[src/design/lrrc_pkg.sv]
// ----------------------------------------------------------------------------
// lrrc_pkg
// Types, codes and the byte-wide CRC-32 update shared by the log record
// replay checker modules.
// ----------------------------------------------------------------------------
package lrrc_pkg;

    // Reflected CRC-32 polynomial and the all-ones initial and final value.
    localparam logic [31:0] CRC_POLY = 32'hEDB8_8320;
    localparam logic [31:0] ALL_ONES = 32'hFFFF_FFFF;

    // Number of bytes in each header word.
    localparam int unsigned HEADER_BYTES = 4;

    // Reasons reported with the end-of-log summary.
    localparam logic [1:0] STOP_CLEAN         = 2'd0;
    localparam logic [1:0] STOP_TRUNC_HEADER  = 2'd1;
    localparam logic [1:0] STOP_TRUNC_PAYLOAD = 2'd2;
    localparam logic [1:0] STOP_CRC_MISMATCH  = 2'd3;

    // One input request.
    typedef struct packed {
        logic [7:0] log_byte;
        logic       end_of_log;
    } in_t;

    // One result request.
    typedef struct packed {
        logic [7:0]  payload_byte;
        logic        has_byte;
        logic        record_done;
        logic        record_good;
        logic        log_done;
        logic [1:0]  stop_reason;
        logic [31:0] good_records;
    } out_t;

    // Kinds of operation passed from the framing front to the checking back.
    typedef enum logic [1:0] {
        OP_PAYLOAD = 2'd0,
        OP_EMPTY   = 2'd1,
        OP_END     = 2'd2
    } op_kind_t;

    // One queued operation.
    typedef struct packed {
        op_kind_t    kind;
        logic [7:0]  data;
        logic        last;
        logic [31:0] check;
        logic [1:0]  reason;
    } op_t;

    // Fold one byte into the reflected CRC register.
    function automatic logic [31:0] crc_fold(input logic [31:0] crc, input logic [7:0] b);
        logic [31:0] c;
        c = crc ^ {24'd0, b};
        for (int k = 0; k < 8; k++) begin
            c = c[0] ? ((c >> 1) ^ CRC_POLY) : (c >> 1);
        end
        return c;
    endfunction

endpackage

[src/design/lrrc_front.sv]
// ----------------------------------------------------------------------------
// lrrc_front
// Framing front: assembles the length and check headers, counts payload
// bytes and queues an operation per payload byte, empty record or end-of-log.
// ----------------------------------------------------------------------------
module lrrc_front (
    input  logic            aclk,
    input  logic            aresetn,
    input  logic            s_valid,
    input  lrrc_pkg::in_t   s_data,
    input  logic            q_not_full,
    output logic            push,
    output lrrc_pkg::op_t   push_op
);

    typedef enum logic [2:0] {
        ST_LEN = 3'b001,
        ST_CHK = 3'b010,
        ST_PAY = 3'b100
    } front_state_t;

    front_state_t state_reg, state_next;
    logic [1:0]   idx_reg, idx_next;
    logic [31:0]  length_reg, length_next;
    logic [31:0]  check_reg, check_next;
    logic [31:0]  remain_reg, remain_next;
    logic [31:0]  length_full;
    logic [31:0]  check_full;
    logic         accept;

    assign accept = s_valid && q_not_full;

    // Header words with the current byte placed at its lane.
    always_comb begin
        length_full = length_reg;
        check_full  = check_reg;
        unique case (idx_reg)
            2'd0: begin
                length_full[7:0]   = s_data.log_byte;
                check_full[7:0]    = s_data.log_byte;
            end
            2'd1: begin
                length_full[15:8]  = s_data.log_byte;
                check_full[15:8]   = s_data.log_byte;
            end
            2'd2: begin
                length_full[23:16] = s_data.log_byte;
                check_full[23:16]  = s_data.log_byte;
            end
            default: begin
                length_full[31:24] = s_data.log_byte;
                check_full[31:24]  = s_data.log_byte;
            end
        endcase
    end

    // Classify the request and advance the framing state.
    always_comb begin
        state_next     = state_reg;
        idx_next       = idx_reg;
        length_next    = length_reg;
        check_next     = check_reg;
        remain_next    = remain_reg;
        push           = 1'b0;
        push_op.kind   = lrrc_pkg::OP_PAYLOAD;
        push_op.data   = s_data.log_byte;
        push_op.last   = (remain_reg == 32'd1);
        push_op.check  = check_reg;
        push_op.reason = lrrc_pkg::STOP_CLEAN;
        if (accept) begin
            if (s_data.end_of_log) begin
                push         = 1'b1;
                push_op.kind = lrrc_pkg::OP_END;
                if (state_reg == ST_PAY) begin
                    push_op.reason = lrrc_pkg::STOP_TRUNC_PAYLOAD;
                end else if (state_reg == ST_CHK || idx_reg != 2'd0) begin
                    push_op.reason = lrrc_pkg::STOP_TRUNC_HEADER;
                end
                state_next = ST_LEN;
                idx_next   = 2'd0;
            end else begin
                unique case (state_reg)
                    ST_LEN: begin
                        length_next = length_full;
                        idx_next    = idx_reg + 2'd1;
                        if (idx_reg == 2'(lrrc_pkg::HEADER_BYTES - 1)) begin
                            state_next = ST_CHK;
                        end
                    end
                    ST_CHK: begin
                        check_next = check_full;
                        idx_next   = idx_reg + 2'd1;
                        if (idx_reg == 2'(lrrc_pkg::HEADER_BYTES - 1)) begin
                            if (length_reg == 32'd0) begin
                                push          = 1'b1;
                                push_op.kind  = lrrc_pkg::OP_EMPTY;
                                push_op.check = check_full;
                                state_next    = ST_LEN;
                            end else begin
                                remain_next = length_reg;
                                state_next  = ST_PAY;
                            end
                        end
                    end
                    default: begin
                        push        = 1'b1;
                        remain_next = remain_reg - 32'd1;
                        if (remain_reg == 32'd1) begin
                            state_next = ST_LEN;
                        end
                    end
                endcase
            end
        end
    end

    always_ff @(posedge aclk) begin
        if (!aresetn) begin
            state_reg <= ST_LEN;
            idx_reg   <= 2'd0;
        end else begin
            state_reg <= state_next;
            idx_reg   <= idx_next;
        end
    end

    // Header and counter data: every byte is overwritten before use.
    always_ff @(posedge aclk) begin
        length_reg <= length_next;
        check_reg  <= check_next;
        remain_reg <= remain_next;
    end

endmodule

[config.mk]
export PLATFORM = sky130hd
export DESIGN_NAME = lrrc_front
export DESIGN_NICKNAME = d
export VERILOG_FILES = /design/src/design/lrrc_pkg.sv /design/src/design/lrrc_front.sv
export SDC_FILE = /design/constraint.sdc
export NUM_CORES = 1
export LEC_CHECK = 0
export BUFFER_PORTS_ARGS = -buffer_cell sky130_fd_sc_hd__buf_2
export CORE_MARGIN = 1
export CORE_UTILIZATION = 25
export CTS_CLUSTER_DIAMETER = 150
export DETAILED_ROUTE_END_ITERATION = 16
export SETUP_SLACK_MARGIN = 0.3
export SYNTH_ARGS = -nofsm -noshare
export SYNTH_HDL_FRONTEND = slang
export SYNTH_SLANG_ARGS = --single-unit
[constraint.sdc]
create_clock -name aclk -period 3.8 [get_ports aclk]
set_input_delay 0.38 -clock aclk [delete_from_list [all_inputs] [get_ports aclk]]
set_output_delay 0.38 -clock aclk [all_outputs]
set_load 0.01 [all_outputs]
==> metrics.md <==
| Metric | Value |
|---|---|
| Die W | 145.3 um |
| Max cap viols | 0 |
| Register area share after synthesis | 0.5808 |
| Fin nets | 477 |
| Comb pwr share | 0.034 |
| Seq pwr share | 0.580 |
| Fin worst setup slack | 609.5 ps |
| Critical Path RT | approximately 3400 ps |
| Post-synthesis cell type count | between 40 and 50 |
| Met2 GRT Util | 0.1861 |
| Worst path arrival time | 2810 ps |
| Initial Util | 0.2547 |
| Worst IR Drop VDD | approximately 0.22 mV |
| Die Footprint | about 21,000 um^2 |
| Clk sinks | 101 |
| Drt wl/cell | 15.51 um |
| Multiplexer share of the synthesized area | 0.1440 |
| Chip Height | 145.3 um |
| Layout cells sized above 1 | 0.3074 |
| Syn Area/Cell | 12.50 um^2 |
| Max_slew headroom | 0.4528 |
| Setup-failing EPs final | 0 |
| Iter 0 DRT Violations | 157 |
| Worst path top cell family by delay | simple AND/OR/NAND/NOR gates |
| Ant diodes | 0 |
| Critical path startpoint category | register |
| Worst path slowest cell | nor4_1 |
| Total power | 0.002101 W |
| Met1 Usage GRT | 0.1427 |
| Root Buffer Master | clkbuf_16 |
| PortBufs | 58 |
| Fin crit period | 3191 ps |
| Largest fanout on the critical path | 8 |
| Pint | 0.001681 W |
| Cell Area, Placed | 5679 um^2 |
| P_sw | around 0.00042 W |
| Clock Skew | 7.279 ps |
| Detailed Routing Iterations Pass 1 | 4 |
| Most Used Layer, Global Route | met2 |
| Final Slew Violations | 0 |
| Post-CTS sizing | 0 |
| Vias post-DR | 3,363 |
| First-pass GRT wire length | approximately 18,000 um |
| Grt ovf | 0 |
| HPWL after DPL | ~8000 um |
| Bufs on Longest Clock Path | 2 |
| CTS tree | done |
| Clk pin slew, worst setup/hold paths | 60 ps |
| Yosys reg bits | 101 |
| Initial antenna violation count | 0 |
| Tightest Pin Transition | 813.3 ps |
| Max frequency | 313.4 MHz |
| Final hold violation count | 0 |
| Crit-path cells | nor4_1 -> nand2_1 -> nor4_1 -> buf_2 |
| Worst path max stage delay | about 710 ps |
| XOR/XNOR Fraction of Synth Area | 0.04434 |
| Commonest non-fill, non-tap cell in the layout | edfxtp_1 |
| CP Capture Type | output pin |
| Yosys warning total | 0 |
| TNS Setup | 0 ps |
| Pwr dens | 354.3 nW/um^2 |
| Met3 Track Usage GR | 0.01348 |
| Fin crit share | 0.8396 |
| Syn_nets | 430 |
| Largest family of logic cells by synthesized area | multiplexers |
| HP Class | in -> reg |
| Design Area, Final | 5931 um^2 |
| Adder-Cell Fraction of Synth Area | 0.01462 |
| Core Area | between 20,000 and 25,000 um^2 |
| TritonCTS Buffers | 9 |
| Hold Buf Count CTS | 0 |
| Commonest cells after routing, fill and taps aside | edfxtp_1, mux2_2, buf_2, nand2_1, o21ai_0 |
| DRT antenna net count | 0 |
| Largest net degree at the start of global routing | 58 |
| RSZ-0062 raised after global routing | no |
| Post-synthesis simple-gate area fraction | 0.1318 |
| Area Overhead vs Synth | 15.47% |
| Rows | 52 |
| Drt via density | ~4.6 |
| Clk Latency, worst-skew pair | 340 ps |
| Clk pwr share | 0.385 |
| Post-CTS Setup Bufs | 0 |
| H-tree depth | 3 |
| Net Sw Frac | 0.2002 |
| Setup WS pre-CTS | a little over 900 ps |
| Compound-Gate Fraction of Synth Area | 0.05262 |
| WL final | 11,350 um |
| Vias in the first global route | 3,425 |
| Drt drc | 0 |
| Synth Instances | 411 |
| Cell Area, Synth | approximately 5100 um^2 |
| Status | complete, no violations |
| Most used cell along the critical path | nor4_1 |
| Placer Congestion | 0.8241 |
| Critical path class | reg -> out |
| Static leakage | 1.884 nW |
| Top Ports | between 50 and 60 |
| Worst path bufs/invs | 1 |
| GRT Overall Usage | 0.1106 |
[through the flow]
stage                     utilization  hold slack [ps]  std cells
after detailed placement       0.2816            546.3        717
after global routing           0.2940            369.0        732
after CTS                      0.2940            348.8        732
after floorplan                     -            478.9        411
final                          0.2940            361.9        732
after global placement         0.2816            536.2        717
[power by group through the flow]
| stage | clock (W) | combinational, W | sequential (W) |
|---|---|---|---|
| global route | 0.000875 | 0.0000783 | 0.00122 |
| detailed placement | 0 | 0.0000729 | 0.00124 |
| floorplan | 0 | 0.0000419 | 0.00124 |
| CTS | 0.000835 | 0.0000731 | 0.00122 |
| global placement | 0 | 0.0000714 | 0.00124 |
| finish | 0.000810 | 0.0000721 | 0.00122 |
[layer usage]
metal | vias up | routed length, um | part of all wire
met5 | - | 0 | 0
met4 | 0 | 212 | 0.019
met3 | 11 | 388 | 0.034
li1 | 1629 | - | -
met1 | 1632 | 5302 | 0.47
met2 | 91 | 5447 | 0.48
[layout make-up]
cell class,instances,area (um^2)
well taps,270,337.8
inverters,8,30.03
fillers,2099,14240
clock inverters,2,11.26
flip-flops and latches,101,2983
clock buffers,13,240.2
multi-input cells,275,2001
repair buffers,63,327.8
[synthesized netlist by cell type]
| cell type | count | area (um^2) |
|---|---|---|
| nand2_1 | 39 | 146.4 |
| or3_1 | 6 | 37.54 |
| o221ai_1 | 1 | 8.760 |
| or2_2 | 1 | 6.260 |
| nand4_1 | 3 | 18.77 |
| o211ai_1 | 1 | 7.510 |
| nand3_1 | 4 | 20.02 |
| xor2_1 | 6 | 52.55 |
| a31oi_1 | 2 | 12.51 |
| mux2i_1 | 3 | 30.03 |
| buf_1 | 1 | 3.750 |
| buf_2 | 2 | 10.01 |
| a22oi_1 | 1 | 7.510 |
| o21bai_1 | 1 | 7.510 |
| o31ai_1 | 1 | 7.510 |
| a21oi_1 | 8 | 40.04 |
| clkbuf_1 | 16 | 60.06 |
| a31o_2 | 1 | 8.760 |
| nor4b_1 | 2 | 17.52 |
| or4_1 | 5 | 37.54 |
| nor4_1 | 22 | 137.6 |
| nor2b_1 | 2 | 12.51 |
| edfxtp_1 | 96 | 2883 |
| xnor2_1 | 20 | 175.2 |
| a21o_1 | 1 | 7.510 |
| nor2_1 | 16 | 60.06 |
| buf_4 | 8 | 60.06 |
| or4_2 | 1 | 8.760 |
| o21ai_0 | 29 | 145.1 |
| nor3b_1 | 1 | 7.510 |
| or4_4 | 2 | 22.52 |
| a211o_1 | 1 | 8.760 |
| inv_1 | 8 | 30.03 |
| and4_1 | 1 | 8.760 |
| mux2_2 | 63 | 709.4 |
| ha_1 | 6 | 75.07 |
| dfxtp_1 | 5 | 100.1 |
| nand2b_1 | 3 | 18.77 |
| and2_1 | 7 | 43.79 |
| a32oi_1 | 1 | 8.760 |
| nor3_1 | 12 | 60.06 |
| and3_1 | 2 | 12.51 |
[final timing paths]
| check | start | endpoint | slack [ps] | cells after the start |
|---|---|---|---|---|
| hold reg to reg | length_reg[16] | remain_reg[16] | 560 | 2 |
| hold / removal | aresetn | idx_reg[1] | 360 | 2 |
| setup / recovery | remain_reg[4] | push_op[34] | 610 | 4 |
| setup reg to reg | remain_reg[4] | state_reg[0] | 860 | 5 |
[kinds of logic (layout without fill, tap and decap cells)]
group                    count (synthesis)  count (layout)
buffers and inverters                   35              86
XOR/XNOR                                26              26
flip-flops                             101             101
AND/OR/NAND/NOR                        129             129
AO/OA/AOI/OAI                           48              48
adder cells (fa/ha/maj)                  6               6
multiplexers                            66              66
No activity file was read; power rests on OpenSTA's default activity.
